File: src/rtl/lds_pkg.sv
package lds_pkg;

	// Field widths
	localparam int HOUR_W  = 5;
	localparam int MIN_W   = 6;
	localparam int LIGHT_W = 12;
	localparam int POWER_W = 7;
	localparam int PWM_W   = 16;
	localparam int DAC_W   = 11;
	localparam int STEP_W  = 4;
	localparam int DAY_W   = 11;
	localparam int DUR_W   = 11;
	localparam int MODE_W  = 2;
	localparam int CFG_IDX_W  = 3;
	localparam int CFG_DATA_W = 55;

	// Schedule geometry
	localparam int TABLE_SLOTS     = 10;
	localparam int HALF_SLOTS      = 5;
	localparam int SEGMENTS        = 10;
	localparam int MINUTES_PER_DAY = 1440;
	localparam int PWR_TABLE_W     = POWER_W * HALF_SLOTS;
	localparam int DUR_TABLE_W     = DUR_W * HALF_SLOTS;
	localparam int HOURS           = 32;
	localparam int MINUTES_PER_HOUR = 60;

	localparam logic [STEP_W-1:0] WAIT_STEP = STEP_W'(10);

	// Light hysteresis and drive scaling
	localparam int LIGHT_ON_LEVEL  = 1000;
	localparam int LIGHT_OFF_LEVEL = 920;
	localparam int POWER_MAX       = 100;
	localparam int PWM_FULL        = 50000;
	localparam int PWM_STEP        = 500;
	localparam int DAC_STEP        = 20;

	typedef enum logic [MODE_W-1:0] {
		MODE_AUTO   = 2'd0,
		MODE_MANUAL = 2'd1,
		MODE_TIMED  = 2'd2,
		MODE_NONE   = 2'd3
	} mode_t;

	typedef enum logic [CFG_IDX_W-1:0] {
		CFG_WORK_MODE      = 3'd0,
		CFG_MANUAL_POWER   = 3'd1,
		CFG_POWER_FIRST    = 3'd2,
		CFG_POWER_SECOND   = 3'd3,
		CFG_DURATION_FIRST = 3'd4,
		CFG_DURATION_SECOND = 3'd5,
		CFG_END_HOUR       = 3'd6,
		CFG_END_MINUTE     = 3'd7
	} cfg_idx_t;

	typedef struct packed {
		mode_t                    work_mode;
		logic [POWER_W-1:0]       manual_power;
		logic [PWR_TABLE_W-1:0]   power_first;
		logic [PWR_TABLE_W-1:0]   power_second;
		logic [DUR_TABLE_W-1:0]   duration_first;
		logic [DUR_TABLE_W-1:0]   duration_second;
		logic [HOUR_W-1:0]        end_hour;
		logic [MIN_W-1:0]         end_minute;
	} lds_cfg_t;

	typedef struct packed {
		logic [STEP_W-1:0]  step;
		logic               running;
		logic [DAY_W-1:0]   start_minute;
		logic               lamp;
		logic [POWER_W-1:0] power;
		logic [POWER_W-1:0] drive;
	} lds_state_t;

endpackage

File: src/rtl/lamp_dimming_schedule_controller.sv
// Lamp dimming and schedule controller. Each input beat is one clock tick
// (hour, minute, light level, schedule arm) and gives exactly one result
// beat with the lamp power, PWM compare, DAC level, relay state, current
// segment and schedule status. A beat is taken every cycle unless stalled: it
// lands in an input register, one pass of combinational logic updates the
// controller state, and the result register, which is also the state, holds
// the result until the output side takes it. The rate of one beat per cycle,
// when unstalled, is set by that single state-update path. The user must
// write the configuration registers through their own port, one register per
// beat, only while no tick is in flight; the block does not enforce this.
module lamp_dimming_schedule_controller (
	input  logic                            clk,
	input  logic                            arst_n,
	// tick channel
	input  logic                            in_valid,
	output logic                            in_stall,
	input  logic [lds_pkg::HOUR_W-1:0]      clock_hour,
	input  logic [lds_pkg::MIN_W-1:0]       clock_minute,
	input  logic [lds_pkg::LIGHT_W-1:0]     light_level,
	input  logic                            start_schedule,
	// result channel
	output logic                            out_valid,
	input  logic                            out_stall,
	output logic [lds_pkg::POWER_W-1:0]     lamp_power,
	output logic [lds_pkg::PWM_W-1:0]       pwm_compare,
	output logic [lds_pkg::DAC_W-1:0]       dac_level,
	output logic                            lamp_on,
	output logic [lds_pkg::STEP_W-1:0]      segment_index,
	output logic                            schedule_active,
	// configuration channel
	input  logic                            cfg_valid,
	output logic                            cfg_ready,
	input  logic [lds_pkg::CFG_IDX_W-1:0]   cfg_index,
	input  logic [lds_pkg::CFG_DATA_W-1:0]  cfg_data
);
	import lds_pkg::*;

	lds_cfg_t   cfg;
	lds_state_t state_q;
	lds_state_t state_next;

	logic               valid_s1;
	logic [HOUR_W-1:0]  hour_s1;
	logic [MIN_W-1:0]   minute_s1;
	logic [LIGHT_W-1:0] light_s1;
	logic               arm_s1;

	logic               out_valid_q;
	logic [PWM_W-1:0]   pwm_q;
	logic [DAC_W-1:0]   dac_q;
	logic [PWM_W-1:0]   pwm_next;
	logic [DAC_W-1:0]   dac_next;
	logic               advance;
	logic               in_take;

	assign cfg_ready = 1'b1;

	lds_cfg_regs u_cfg (
		.clk      (clk),
		.arst_n   (arst_n),
		.wr_en    (cfg_valid & cfg_ready),
		.wr_index (cfg_index),
		.wr_data  (cfg_data),
		.cfg      (cfg)
	);

	lds_step u_step (
		.cfg    (cfg),
		.cur    (state_q),
		.hour   (hour_s1),
		.minute (minute_s1),
		.light  (light_s1),
		.arm    (arm_s1),
		.nxt    (state_next)
	);

	// The result register moves when it is empty or its beat is being taken.
	assign advance  = !out_valid_q || !out_stall;
	assign in_stall = valid_s1 && !advance;
	assign in_take  = in_valid && !in_stall;

	// Input register.
	always_ff @(posedge clk or negedge arst_n) begin
		if (!arst_n) begin
			valid_s1 <= 1'b0;
		end else if (in_take) begin
			valid_s1 <= 1'b1;
		end else if (advance) begin
			valid_s1 <= 1'b0;
		end
	end

	always_ff @(posedge clk) begin
		if (in_take) begin
			hour_s1   <= clock_hour;
			minute_s1 <= clock_minute;
			light_s1  <= light_level;
			arm_s1    <= start_schedule;
		end
	end

	// Drive scaling from the new drive power.
	assign pwm_next = PWM_W'(PWM_FULL) - PWM_W'(PWM_STEP) * PWM_W'(state_next.drive);
	assign dac_next = DAC_W'(DAC_STEP) * DAC_W'(state_next.drive);

	// State doubles as the result register.
	always_ff @(posedge clk or negedge arst_n) begin
		if (!arst_n) begin
			out_valid_q <= 1'b0;
			state_q     <= '{step: WAIT_STEP, default: '0};
			pwm_q       <= PWM_W'(PWM_FULL);
			dac_q       <= '0;
		end else if (advance) begin
			out_valid_q <= valid_s1;
			if (valid_s1) begin
				state_q <= state_next;
				pwm_q   <= pwm_next;
				dac_q   <= dac_next;
			end
		end
	end

	assign out_valid       = out_valid_q;
	assign lamp_power      = state_q.power;
	assign pwm_compare     = pwm_q;
	assign dac_level       = dac_q;
	assign lamp_on         = state_q.lamp;
	assign segment_index   = state_q.step;
	assign schedule_active = state_q.running;

	// The step is always a real segment or the waiting code.
	a_step_legal: assert property (@(posedge clk) disable iff (!arst_n)
		out_valid |-> (segment_index < STEP_W'(SEGMENTS) || segment_index == WAIT_STEP))
		else $error("segment index out of range");

	// Nonzero reported power only with the relay closed, and never above full.
	a_power_lamp: assert property (@(posedge clk) disable iff (!arst_n)
		out_valid |-> ((lamp_power == '0 || lamp_on) && lamp_power <= POWER_W'(POWER_MAX)))
		else $error("reported power inconsistent with lamp state");

	// PWM and DAC always come from the same drive power.
	a_drive_pair: assert property (@(posedge clk) disable iff (!arst_n)
		out_valid |-> (32'(pwm_compare) + 32'(dac_level) * 32'(PWM_STEP / DAC_STEP)
			== 32'(PWM_FULL)))
		else $error("PWM compare and DAC level disagree");

	// The input side only waits while a tick is held in the input register.
	a_stall_held: assert property (@(posedge clk) disable iff (!arst_n)
		in_stall |-> (valid_s1 && out_valid_q))
		else $error("input stalled with nothing held");

endmodule

File: src/rtl/lds_cfg_regs.sv
module lds_cfg_regs (
	input  logic                            clk,
	input  logic                            arst_n,
	input  logic                            wr_en,
	input  logic [lds_pkg::CFG_IDX_W-1:0]   wr_index,
	input  logic [lds_pkg::CFG_DATA_W-1:0]  wr_data,
	output lds_pkg::lds_cfg_t               cfg
);
	import lds_pkg::*;

	lds_cfg_t cfg_q;

	// Register file, one register per index, all cleared by reset.
	always_ff @(posedge clk or negedge arst_n) begin
		if (!arst_n) begin
			cfg_q <= '0;
		end else if (wr_en) begin
			unique case (cfg_idx_t'(wr_index))
				CFG_WORK_MODE:       cfg_q.work_mode <= mode_t'(wr_data[MODE_W-1:0]);
				CFG_MANUAL_POWER:    cfg_q.manual_power <= wr_data[POWER_W-1:0];
				CFG_POWER_FIRST:     cfg_q.power_first <= wr_data[PWR_TABLE_W-1:0];
				CFG_POWER_SECOND:    cfg_q.power_second <= wr_data[PWR_TABLE_W-1:0];
				CFG_DURATION_FIRST:  cfg_q.duration_first <= wr_data[DUR_TABLE_W-1:0];
				CFG_DURATION_SECOND: cfg_q.duration_second <= wr_data[DUR_TABLE_W-1:0];
				CFG_END_HOUR:        cfg_q.end_hour <= wr_data[HOUR_W-1:0];
				CFG_END_MINUTE:      cfg_q.end_minute <= wr_data[MIN_W-1:0];
				default:             cfg_q <= cfg_q;
			endcase
		end
	end

	assign cfg = cfg_q;

endmodule

File: src/rtl/lds_step.sv
module lds_step (
	input  lds_pkg::lds_cfg_t               cfg,
	input  lds_pkg::lds_state_t             cur,
	input  logic [lds_pkg::HOUR_W-1:0]      hour,
	input  logic [lds_pkg::MIN_W-1:0]       minute,
	input  logic [lds_pkg::LIGHT_W-1:0]     light,
	input  logic                            arm,
	output lds_pkg::lds_state_t             nxt
);
	import lds_pkg::*;

	localparam logic [DAY_W:0] DAY_LEN = (DAY_W + 1)'(MINUTES_PER_DAY);

	logic [DAY_W-1:0]   hour_mod [HOURS];
	logic [POWER_W-1:0] seg_pw   [TABLE_SLOTS];
	logic [DUR_W-1:0]   seg_dur  [TABLE_SLOTS];

	logic [DAY_W:0]     day_sum;
	logic [DAY_W:0]     day_red;
	logic [DAY_W-1:0]   now;
	logic [DAY_W:0]     elapsed;
	logic [POWER_W-1:0] seg_power_sat;
	logic [POWER_W-1:0] manual_sat;
	logic [STEP_W:0]    step_inc;

	// Hour offsets into the day, reduced at elaboration.
	for (genvar h = 0; h < HOURS; h++) begin : g_hour
		localparam int HOUR_OFS = (h * MINUTES_PER_HOUR) % MINUTES_PER_DAY;
		assign hour_mod[h] = DAY_W'(HOUR_OFS);
	end

	// Unpack the segment tables.
	for (genvar s = 0; s < HALF_SLOTS; s++) begin : g_seg
		assign seg_pw[s]               = cfg.power_first[s*POWER_W +: POWER_W];
		assign seg_pw[s+HALF_SLOTS]    = cfg.power_second[s*POWER_W +: POWER_W];
		assign seg_dur[s]              = cfg.duration_first[s*DUR_W +: DUR_W];
		assign seg_dur[s+HALF_SLOTS]   = cfg.duration_second[s*DUR_W +: DUR_W];
	end

	// Minute of day: the hour part is already reduced, so the minute can push
	// the sum over the day length at most once.
	always_comb begin
		day_sum = {1'b0, hour_mod[hour]} + (DAY_W + 1)'(minute);
		day_red = (day_sum >= DAY_LEN) ? day_sum - DAY_LEN : day_sum;
		now     = day_red[DAY_W-1:0];
	end

	// Minutes since the segment started, wrapping at the end of the day.
	always_comb begin
		if (now >= cur.start_minute) begin
			elapsed = {1'b0, now} - {1'b0, cur.start_minute};
		end else begin
			elapsed = {1'b0, now} + DAY_LEN - {1'b0, cur.start_minute};
		end
	end

	assign manual_sat = (cfg.manual_power > POWER_W'(POWER_MAX)) ?
		POWER_W'(POWER_MAX) : cfg.manual_power;
	assign seg_power_sat = (seg_pw[cur.step] > POWER_W'(POWER_MAX)) ?
		POWER_W'(POWER_MAX) : seg_pw[cur.step];
	assign step_inc = {1'b0, cur.step} + (STEP_W + 1)'(1);

	// One tick of the controller.
	always_comb begin
		nxt = cur;
		if (arm) begin
			nxt.running = 1'b1;
		end

		unique case (cfg.work_mode)
			MODE_AUTO: begin
				if (light > LIGHT_W'(LIGHT_ON_LEVEL)) begin
					nxt.lamp = 1'b1;
				end
				if (light < LIGHT_W'(LIGHT_OFF_LEVEL)) begin
					nxt.lamp = 1'b0;
				end
			end
			MODE_MANUAL: begin
				nxt.power = manual_sat;
				nxt.drive = manual_sat;
				nxt.lamp  = (manual_sat != '0);
			end
			MODE_TIMED: begin
				// Stop time reached: end the schedule before stepping it.
				if (hour >= cfg.end_hour && minute >= cfg.end_minute) begin
					nxt.running = 1'b0;
					nxt.step    = WAIT_STEP;
				end
				if (nxt.running) begin
					if (nxt.step == WAIT_STEP) begin
						// Waiting: latch the start and begin once past midnight hour.
						nxt.start_minute = now;
						nxt.step = (hour == '0) ? WAIT_STEP : '0;
					end else if (nxt.step < STEP_W'(SEGMENTS)) begin
						nxt.power = seg_power_sat;
						nxt.drive = seg_power_sat;
						nxt.lamp  = (seg_power_sat != '0);
						if (elapsed >= (DAY_W + 1)'(seg_dur[cur.step])) begin
							nxt.start_minute = now;
							if (step_inc >= (STEP_W + 1)'(SEGMENTS)) begin
								nxt.step    = WAIT_STEP;
								nxt.running = 1'b0;
							end else begin
								nxt.step = step_inc[STEP_W-1:0];
							end
						end
					end else begin
						// Out-of-range step goes back to waiting.
						nxt.step         = WAIT_STEP;
						nxt.start_minute = now;
					end
				end
			end
			MODE_NONE: begin
			end
		endcase

		// Reported power reads zero while the lamp is off.
		if (!nxt.lamp) begin
			nxt.power = '0;
		end
	end

endmodule

File: config.mk
export PLATFORM = sky130hd
export DESIGN_NAME = lamp_dimming_schedule_controller
export DESIGN_NICKNAME = d
export VERILOG_FILES = /design/src/rtl/lds_pkg.sv /design/src/rtl/lamp_dimming_schedule_controller.sv /design/src/rtl/lds_cfg_regs.sv /design/src/rtl/lds_step.sv
export SDC_FILE = /design/constraint.sdc
export NUM_CORES = 1
export LEC_CHECK = 0
export BUFFER_PORTS_ARGS = -buffer_cell sky130_fd_sc_hd__buf_4
export CORE_ASPECT_RATIO = 1.75
export CORE_MARGIN = 3
export CORE_UTILIZATION = 65
export CTS_BUF_LIST = sky130_fd_sc_hd__clkbuf_4 sky130_fd_sc_hd__clkbuf_8
export DETAILED_ROUTE_END_ITERATION = 8
export PLACE_DENSITY = 0.85
export SLEW_MARGIN = 20
export SYNTH_ARGS = -nofsm -noshare
export SYNTH_HDL_FRONTEND = slang
export SYNTH_SLANG_ARGS = --single-unit
File: constraint.sdc
create_clock -name clk -period 14.6 [get_ports clk]
set_input_delay 4.38 -clock clk [delete_from_list [all_inputs] [get_ports clk]]
set_output_delay 4.38 -clock clk [all_outputs]
set_load 0.01 [all_outputs]
# Word level (Yosys, flattened, before mapping)

Memory sizes are Yosys's and may differ from the RTL's.
Index checks and enable logic that the tools add are counted.

Memory bits (read-only): 352
Memories: 1
Bits in registers: 282

Memory list:

| name            | words | width | rd ports | clocked after Yosys merged registers in | write ports | RTL line       | RTL |
|---|---|---|---|---|---|---|---|
| (no name shown) | 32    | 11    | 1        | 0                                       | 0           | lds_step.sv:43 | `day_sum = {1'b0, hour_mod[hour]} + (DAY_W + 1)'(minute);` |

Add/subtract/negate cells: 7
Multipliers: 2
Reduce and logical (&&, ||, !) cells: 26
Equality and inequality tests: 15
Mux-type cells: 36
Order comparisons: 13
Bitwise gates (word level): 2

Operators with widths:

| kind                   | count |
|---|---|
| $mux 11                | 7 |
| $bmux 11 s4            | 1 |
| $mux 7                 | 5 |
| $mux 31                | 1 |
| $mux 15                | 2 |
| $bmux 7 s4             | 1 |
| $pmux 14 s2            | 1 |
| $mux 12                | 2 |
| $reduce_and 2->1       | 9 |
| $mux 16                | 1 |
| $mux 4                 | 4 |
| $sub 16x16->16 const A | 1 |
| $gt 7x7->1 const B     | 2 |
| $mul 7x7->14 const A   | 1 |
| $reduce_bool 7->1      | 2 |
| $add 11x11->12 const B | 1 |
| $add 11x6->12          | 1 |
| $eq 3x3->1 const B     | 4 |
| $ge 12x11->1           | 1 |
| $ge 12x11->1 const B   | 1 |
| $gt 12x10->1 const B   | 1 |
| $lt 12x10->1 const B   | 1 |
| $sub 11x11->12         | 1 |
| $sub 12x11->12         | 1 |
| 33 further kinds       | 49 |

# Depth between registers and ports, before layout

Gate-level depths: netlist of the first run.

Depth after elaboration: 18
Depth in mapped cells: 35
Depth with buffers taken out: 32

# Cells and area by module

Synthesis of the first run repeated with hierarchy kept, for this count alone.

Cell total of the unflattened synthesis: 1449
Area total of the unflattened synthesis: 17007.6 um^2

Modules (own cells, without submodules):

| module                           | cells an instance | times used | area an instance (um^2) | seq. area each (um^2) |
|---|---|---|---|---|
| lds_cfg_regs                     | 428               | 1          | 7748.7                  | 5004.8 |
| lds_step                         | 572               | 1          | 4677.0                  | 0.0 |
| lamp_dimming_schedule_controller | 449               | 1          | 4581.9                  | 2057.0 |

# Worst setup path before layout of the first run

Ideal clock, no wire load.

Path type: input -> output
Start: input port out_stall
End: output port in_stall
Data required time: 10220 ps
Buffers on the path: 0
Slack: 5654 ps
Arrival: 4566 ps
Stages: 2
Path through: nand3_1 -> inv_1

Cells in the longest elaborated chain, start to end: 4

Ends and longest elaborated chain:

| what              | RTL line                               | RTL |
|---|---|---|
| start, declared   | lamp_dimming_schedule_controller.sv:23 | `input logic out_stall,` |
| $logic_not 1->1   | lamp_dimming_schedule_controller.sv:78 | `assign advance = !out_valid_q \|\| !out_stall;` |
| $logic_or 1x1->1  | lamp_dimming_schedule_controller.sv:78 |  |
| $logic_not 1->1   | lamp_dimming_schedule_controller.sv:79 | `assign in_stall = valid_s1 && !advance;` |
| $logic_and 1x1->1 | lamp_dimming_schedule_controller.sv:79 |  |
| end, declared     | lamp_dimming_schedule_controller.sv:16 | `output logic in_stall,` |

No other way between the ends.

# Worst setup path in the final report of the first run

Ends and elaborated chain as after synthesis.

==> results by group, run 1 <==
Outcome
  • Outcome: finished clean

Setup path
  • Data arrival, critical path: 4.79 ns
  • CP Cell Sequence: buf_4 -> nand3_1 -> inv_1 -> buf_4
  • Family with the most delay on the worst path: buffers and inverters
  • Setup CP Type: in2out
  • Most frequent CP cell: buf_4
  • R2R Setup Slk: between 6 and 7 ns
  • Critical R2R Capture: pwm_compare[15]
  • Crit-path max FO: 3
  • CP required: roughly 10 ns
  • Slowest cell on crit path: buf_4
  • CP startpoint kind: input port
  • Worst r2r src: segment_index[0]
  • Worst Path Buf+Inv: 3
  • Worst path depth: 4
  • CP Capture Type: output pin
  • CP peak stage delay: 0.14 ns
  • Cells on worst reg2reg path: 25

Global route
  • Remaining global-route overflow: 0
  • First-pass GRT wire length: 63100 um
  • Vias in the first global route: 12300
  • Pin count of the biggest net entering global routing: 90
  • Total track usage: 29.2%
  • Antenna violations before repair: 0

Min path
  • Hold Path Sink: dac_level[10]
  • Hold depth: 2
  • Hold Crit Start: dac_level[10]
  • Worst hold path type: reg2reg

Clocking
  • CTS tree: yes
  • Clk_lat worst skew: about 0.57 ns
  • CTS root buf: clkbuf_8
  • CTS Hold Bufs: 0
  • CTS resizes: 0
  • Htree depth: 2
  • Maximum clock path buffer count: 3
  • Setup bufs post-CTS: 0
  • Clk sinks: 277
  • Total CTS buffers: 41
  • Clock slew at reported path FFs: approximately 0.060 ns

Finish
  • Area grow syn2layout: 11.6%
  • Layout cells sized above 1: 31.5%
  • # diodes: 0
  • Nets@finish: 1712
  • Utilization after layout: 73.8%

Power
  • Static Leak: between 8 and 9 nW
  • Worst vdd ir: 330 uV
  • Power Density: around 220 mW/mm^2

Die
  • Die area: 0.0271 mm^2
  • Starting Density: 66.1%
  • Core Region: 0.0246 mm^2
  • Row cnt: 76
  • Die width: 126 um
  • I/O pin count: 130
  • Die Ht: 215 um

Yosys
  • #FFs+latches synth: ~280
  • Post-synth ARST share: between 90% and 100%
  • Largest family of logic cells by synthesized area: multiplexers
  • Synth cell types: 86
  • Multiplexer share of the synthesized area: a little over a fifth
  • Synth area leader: dfrtp_1
  • Top post-synthesis cells by area: dfrtp_1 38%, mux2_2 14%, ha_1 8.3%
  • Post-synth top area share: 37.7%
  • Post-synthesis cell area: 0.0163 mm^2
  • Area share of fa/ha/maj cells after synthesis: between 10% and 20%
  • Synth Area in Compound Gates: between 9 and 10%
  • YS warnings: 0
  • EDFF count, synth: 24
  • Top FF cell, synth: dfrtp_1
  • Synth Area in XOR/XNOR: ~2.7%
  • Post-Synthesis Cells: 1381
  • Post-synthesis sequential area ratio: 43.4%
  • Avg Inst Size Synth: 11.8 um^2
  • Simple logic cell fraction of the synthesized area: under 10%

Placed design
  • Routability Congestion: a little over 0.9
  • Number of port buffers: 124
  • Detailed Place HPWL: 28100 um

Timing
  • Final setup TNS: 0 ns
  • Slew Viols, Final: 0
  • Normalized max-slew margin: approximately 28%
  • FMAX: 0.109 GHz
  • Final Hold Fails: 0
  • Fin crit share: 62.8%
  • Final setup viols: 0
  • RSZ-0062 raised after global routing: no
  • Fin crit period: around 9.2 ns
  • Clock Skews: 0.0176 ns
  • Slew @ Worst Pin: 1.07 ns

Detailed routing
  • Antenna-violating nets left: 0
  • Routed vias/inst: 6.19
  • Drt wl/cell: 21.3 um
  • DR vias: 11400
  • DRC violations left: 0
  • DRT Pass-1 Iters: 7
  • Final wirelength: 39100 um
  • 1st-iter DRT viols: 616

Run
  • Max cap viols: 0
kinds of logic (layout without fill, tap and decap cells):
family / count (synthesis) / after routing
XOR/XNOR: 49 / 49
AND/OR/NAND/NOR: 240 / 240
buffers and inverters: 168 / 306
adder cells (fa/ha/maj): 133 / 133
flip-flops: 277 / 277
AO/OA/AOI/OAI: 233 / 233
other: 2 / 5
multiplexers: 279 / 279
worst max-delay path by stage:
stage / startpoint / endpoint / slack [ns]
floorplan: out_stall / in_stall / 5.65
global placement: out_stall / in_stall / 5.44
detailed placement: out_stall / in_stall / 5.43
CTS: out_stall / in_stall / 5.43
global route: out_stall / in_stall / 5.40
finish: out_stall / in_stall / 5.43
report_power, final:
| part | leakage, nW | total, mW | switching [mW] | internal, mW |
|---|---|---|---|---|
| sequential | 3.29 | 1.11 | 0.136 | 0.971 |
| combinational | 4.55 | 2.25 | 1.25 | 0.996 |
| clock | 0.445 | 0.641 | 0.307 | 0.334 |
| total | 8.29 | 4.00 | 1.70 | 2.30 |
tightest hold or removal path: cells and delay by family, from the launching register on:
family	cells	cell delay [ns]
AOI/OAI and AO/OA	1	0.06
DFF	1	0.34
and+or+nand+nor	1	0.04
cell type report:
class                           instances  area [um^2]
Clock inverter                         11         61.3
Timing Repair Buffer                  134         1020
Inverter                              100          375
Tap cell                              312          390
Sequential cell                       277         7070
Fill cell                            1637         6460
Multi-Input combinational cell        939         8500
Clock buffer                           61          758
cells in the mapped netlist (all sizes together), types with 6 or more instances:
cell type,instances
dfrtp,245
mux2,206
ha,108
inv,100
nand2,96
o21ai,75
nor2,56
mux2i,42
a21oi,38
buf,35
clkbuf,33
xnor2,32
mux4,31
edfxtp,24
fa,24
xor2,17
nand2b,13
nand3,12
nor2b,12
nor3,12
o22a,11
a21o,9
o21a,9
a211oi,8
dfstp,8
o21bai,8
o22ai,8
a22oi,7
o211ai,7
a31oi,6
placed cells by master, fill, tap and decap left out, types with 12 or more instances in the layout:
cell type / n
nand3_1: 12
o21ai_0: 68
clkbuf_4: 13
dfrtp_1: 244
inv_1: 100
edfxtp_1: 24
mux2i_1: 42
mux4_2: 31
clkbuf_8: 48
nand2_1: 96
ha_1: 108
mux2_2: 206
xor2_1: 17
nor2_1: 56
buf_4: 132
a21oi_1: 36
xnor2_1: 31
fa_1: 24
nand2b_1: 13
through the flow:
stage / worst slack [ns] / hold slack (ns) / total power [mW] / area, um^2 / cells
after floorplan: 5.65 / 0.445 / 2.78 / 16300 / 1384
after global placement: 5.44 / 0.458 / 3.25 / 17300 / 1762
after detailed placement: 5.43 / 0.466 / 3.35 / 17300 / 1762
after CTS: 5.43 / 0.485 / 4.01 / 18200 / 1834
after global routing: 5.40 / 0.515 / 4.32 / 18200 / 1834
final: 5.43 / 0.479 / 4.00 / 18200 / 1834
state kept, by name, indices dropped and copies added (netlist names), 5 cells and up:
register	flops
state_q	18
light_s1	12
pwm_compare	13
minute_s1	6
hour_s1	5
dac_level	7
u_cfg.cfg	200
lamp_power	7
routing by layer:
layer  wire length [um]  up-vias  GRT usage [%]
li1                   -     5147              -
met1              13700     5680           31.7
met2              21000      368           53.0
met3               1840      157           4.73
met4               2510        0           17.0
met5                  0        -              0
(Power assumes the default switching activity.)
==> run 2, diff against run 1 <==
--- a/config.mk
+++ b/config.mk
@@ -5,13 +5,14 @@
 export SDC_FILE = /design/constraint.sdc
 export NUM_CORES = 1
 export LEC_CHECK = 0
+export ABC_AREA = 1
 export BUFFER_PORTS_ARGS = -buffer_cell sky130_fd_sc_hd__buf_4
 export CORE_ASPECT_RATIO = 1.75
 export CORE_MARGIN = 3
-export CORE_UTILIZATION = 65
+export CORE_UTILIZATION = 63
 export CTS_BUF_LIST = sky130_fd_sc_hd__clkbuf_4 sky130_fd_sc_hd__clkbuf_8
 export DETAILED_ROUTE_END_ITERATION = 8
-export PLACE_DENSITY = 0.85
+export PLACE_DENSITY = 0.83
 export SLEW_MARGIN = 20
 export SYNTH_ARGS = -nofsm -noshare
 export SYNTH_HDL_FRONTEND = slang
==> constraint.sdc (replaced) <==
create_clock -name clk -period 8.9 [get_ports clk]
set_input_delay 2.67 -clock clk [delete_from_list [all_inputs] [get_ports clk]]
set_output_delay 2.67 -clock clk [all_outputs]
set_load 0.01 [all_outputs]
==> run 2 against run 1 <==
Net effect:
- combinational power increased by 79%
- worst hold slack got worse by 0.0046 ns
- routed wire length increased by 15%
- final area increased by 0.43%
- clock skew increased by 0.0072 ns
- sequential share of layout area decreased by 0.17 points
- critical path type is now reg2reg
- highest routed layer unchanged
==> results by group, run 2 <==
Die
  • Die width: 128 um (+1.8%)
  • Starting Density: 64.4% (-1.7 points)
  • Die area: 0.0281 mm^2 (+3.7%)
  • Core Region: 0.0254 mm^2 (+3.3%)
  • Row cnt: 77 (+1.3%)
  • I/O pin count: 130 (unchanged)
  • Die Ht: 219 um (+1.9%)

Power
  • Static Leak: 9.45 nW (+14%)
  • Power, Total: 6.96 mW (+74%)
  • Worst vdd ir: 247 uV (-25%)
  • Power Density: 381 mW/mm^2 (+73%)

Global route
  • Total track usage: 32.4% (+3.2 points)
  • Pin count of the biggest net entering global routing: 122 (+36%)
  • Antenna violations before repair: 0 (unchanged)
  • First-pass GRT wire length: 72000 um (+14%)
  • Remaining global-route overflow: 0 (unchanged)
  • Vias in the first global route: 14300 (+16%)

Clocking
  • Total CTS buffers: 42 (+2.4%)
  • CTS Hold Bufs: 0 (unchanged)
  • Setup bufs post-CTS: 0 (unchanged)
  • Maximum clock path buffer count: 3 (unchanged)
  • Clk_lat worst skew: 0.59 ns (+0.02 ns)
  • Htree depth: 2 (unchanged)
  • Clk sinks: 277 (unchanged)
  • Clock slew at reported path FFs: 0.07 ns (about the same)
  • CTS root buf: clkbuf_8
  • CTS resizes: 0 (unchanged)
  • CTS tree: yes

Yosys
  • Post-synthesis cell area: 0.0164 mm^2 (+0.68%)
  • Post-synth ARST share: 91.3% (unchanged)
  • Synth cell count leaders: 467 x nand2_1, 329 x o21ai_0, 258 x inv_1, 245 x dfrtp_1, 126 x nor2_1
  • Post-synth top area share: 37.4% (-0.26 points)
  • Avg Inst Size Synth: 8.13 um^2 (-31%)
  • Largest family of logic cells by synthesized area: simple AND/OR/NAND/NOR gates
  • Top FF cell, synth: dfrtp_1
  • Synth area leader: dfrtp_1
  • EDFF count, synth: 24 (unchanged)
  • Synth Area in Compound Gates: 16.0% (+6.2 points)
  • Top post-synthesis cells by area: dfrtp_1 37%, nand2_1 11%, o21ai_0 10%
  • #FFs+latches synth: 277 (unchanged)
  • YS warnings: 0 (unchanged)
  • Simple logic cell fraction of the synthesized area: 17.5% (+10 points)
  • Post-Synthesis Cells: 2016 (+46%)
  • Synth Area in XOR/XNOR: 2.43% (-0.25 points)
  • Most common cell in the netlist: nand2_1
  • Multiplexer share of the synthesized area: 0.733% (-20 points)
  • Area share of fa/ha/maj cells after synthesis: 11.2% (-0.14 points)
  • Post-synthesis sequential area ratio: 43.1% (-0.29 points)
  • Synth cell types: 59 (-31%)

Timing
  • Slew @ Worst Pin: 1.06 ns (-0.0166 ns)
  • Clock Skews: 0.0248 ns (+0.00720 ns)
  • Normalized max-slew margin: 29.4% (+1.1 points)
  • FMAX: 0.132 GHz
  • Fin crit share: 85.1%
  • Final Hold Fails: 0 (unchanged)
  • Final setup TNS: 0 ns (unchanged)
  • Slew Viols, Final: 0 (unchanged)
  • Final setup viols: 0 (unchanged)
  • Fin crit period: 7.57 ns
  • RSZ-0062 raised after global routing: no
  • Final worst slack: 1.33 ns (-4.11 ns)

Finish
  • Layout cells sized above 1: 12.2% (-19 points)
  • Fillers: 2076 (+27%)
  • Area grow syn2layout: 11.3%
  • Area of the multi-input gates: 0.00789 mm^2 (-7.2%)
  • Seq. cell area: 0.00707 mm^2 (unchanged)
  • Max reg flops: 200 (unchanged)
  • Most common cell after layout, fill and taps aside: nand2_1
  • Most frequent cells in the layout: 464 x nand2_1, 329 x o21ai_0, 258 x inv_1
  • # diodes: 0 (unchanged)
  • Post-Layout Cell Count: 2445 (+33%)
  • Nets@finish: 2316 (+35%)

Placed design
  • Inst Count DP: 2369 (+34%)
  • Place WS: 1.55 ns (-3.88 ns)
  • Routability Congestion: 0.964 (+6.5%)
  • Detailed Place HPWL: 32200 um (+15%)
  • Number of port buffers: 124 (unchanged)

Detailed routing
  • Antenna-violating nets left: 0 (unchanged)
  • 1st-iter DRT viols: 1257 (+100%)
  • DRT Pass-1 Iters: 6 (-1)
  • DR vias: 14200 (+25%)
  • Routed vias/inst: 5.81 (-6.1%)
  • DRC violations left: 0 (unchanged)
  • Drt wl/cell: 18.3 um (-14%)
  • Final wirelength: 44800 um (+15%)

Setup path
  • CP peak stage delay: 1.08 ns (+0.94 ns)
  • Most frequent CP cell: nand2_1
  • Crit-path max FO: 40 (+37)
  • CP required: 9.41 ns (-0.81 ns)
  • CP startpoint kind: flop
  • CP Capture Type: flop
  • Setup CP Type: reg2reg
  • Slowest cell on crit path: dfstp_2
  • Data arrival, critical path: 8.08 ns (+3.29 ns)
  • Cells on worst reg2reg path: 38 (+52%)

Outcome
  • Outcome: finished clean

Min path
  • Worst hold path type: reg2reg
  • Hold depth: 2 (unchanged)

Run
  • Max cap viols: 0 (unchanged)
==> run 2: cell count changes after synthesis, moves of 17 or more <==
| cell | delta |
|---|---|
| nand2_1 | +371 |
| o21ai_0 | +261 |
| inv_1 | +158 |
| clkbuf_1 | +33 |
| mux4_2 | -31 |
| a21oi_1 | +17 |
| nor2_1 | +70 |
| mux2_2 | -206 |
| nand3_1 | +65 |
| xnor2_1 | -20 |
| mux2i_1 | -30 |
==> run 2: layout make-up <==
type | count | area share [%]
Multi-Input combinational cell | 1376 | 43.2
Tap cell | 316 | 2.17
Inverter | 265 | 5.47
Sequential cell | 277 | 38.7
Clock buffer | 71 | 4.67
Timing Repair Buffer | 135 | 5.60
Clock inverter | 5 | 0.165
==> run 2: stage by stage <==
stage / area, um^2 / hold slack (ns) / util (%)
floorplan: 16400 / 0.443 / -
global placement: 17400 / 0.459 / 68.3
detailed placement: 17400 / 0.465 / 68.3
CTS: 18200 / 0.476 / 71.7
global route: 18200 / 0.507 / 71.7
finish: 18200 / 0.475 / 71.7
==> run 2: worst paths after layout <==
path / start / endpoint / slack [ns]
setup / recovery: segment_index[1] / pwm_compare[15] / 1.33
hold / removal: pwm_compare[15] / pwm_compare[15] / 0.47
setup reg to reg: segment_index[1] / pwm_compare[15] / 1.33
hold reg to reg: pwm_compare[15] / pwm_compare[15] / 0.47
max in group asynchronous: arst_n / segment_index[0] / 5.07
min in group asynchronous: arst_n / state_q[20] / 2.16
==> run 2: worst max-delay path: cells and delay by family, from the launching register on <==
kind	cells	cell delay [ns]
adders and majority gates	5	2.24
xor gates and xnor gates	1	0.31
DFF	1	1.08
and+or+nand+nor	22	2.09
AOI/OAI and AO/OA	3	0.67
buffers and inverters	7	1.08
==> run 2: power breakdown <==
| part | switching (mW) | leakage, nW | internal [mW] |
|---|---|---|---|
| sequential | 0.248 | 3.41 | 1.57 |
| clock | 0.509 | 0.475 | 0.603 |
| combinational | 2.56 | 5.57 | 1.47 |
==> run 2: kinds of logic (layout without fill, tap and decap cells) <==
| family | Yosys count | in the layout |
|---|---|---|
| multiplexers | 12 | 12 |
| AND/OR/NAND/NOR | 711 | 711 |
| adder cells (fa/ha/maj) | 132 | 132 |
| AO/OA/AOI/OAI | 474 | 474 |
| other | 2 | 5 |
| buffers and inverters | 366 | 476 |
| XOR/XNOR | 42 | 42 |
| flip-flops | 277 | 277 |
==> run 2: metal layers <==
layer  wire, um  track usage (%)  part of all wire [%]  vias up
li1           -                -                     -     6709
met1      16100             36.7                    36     6717
met2      22800             56.2                    51      595
met3       2520             4.80                   5.6      183
met4       3420             21.6                   7.6        0
met5          0                0                     0        -
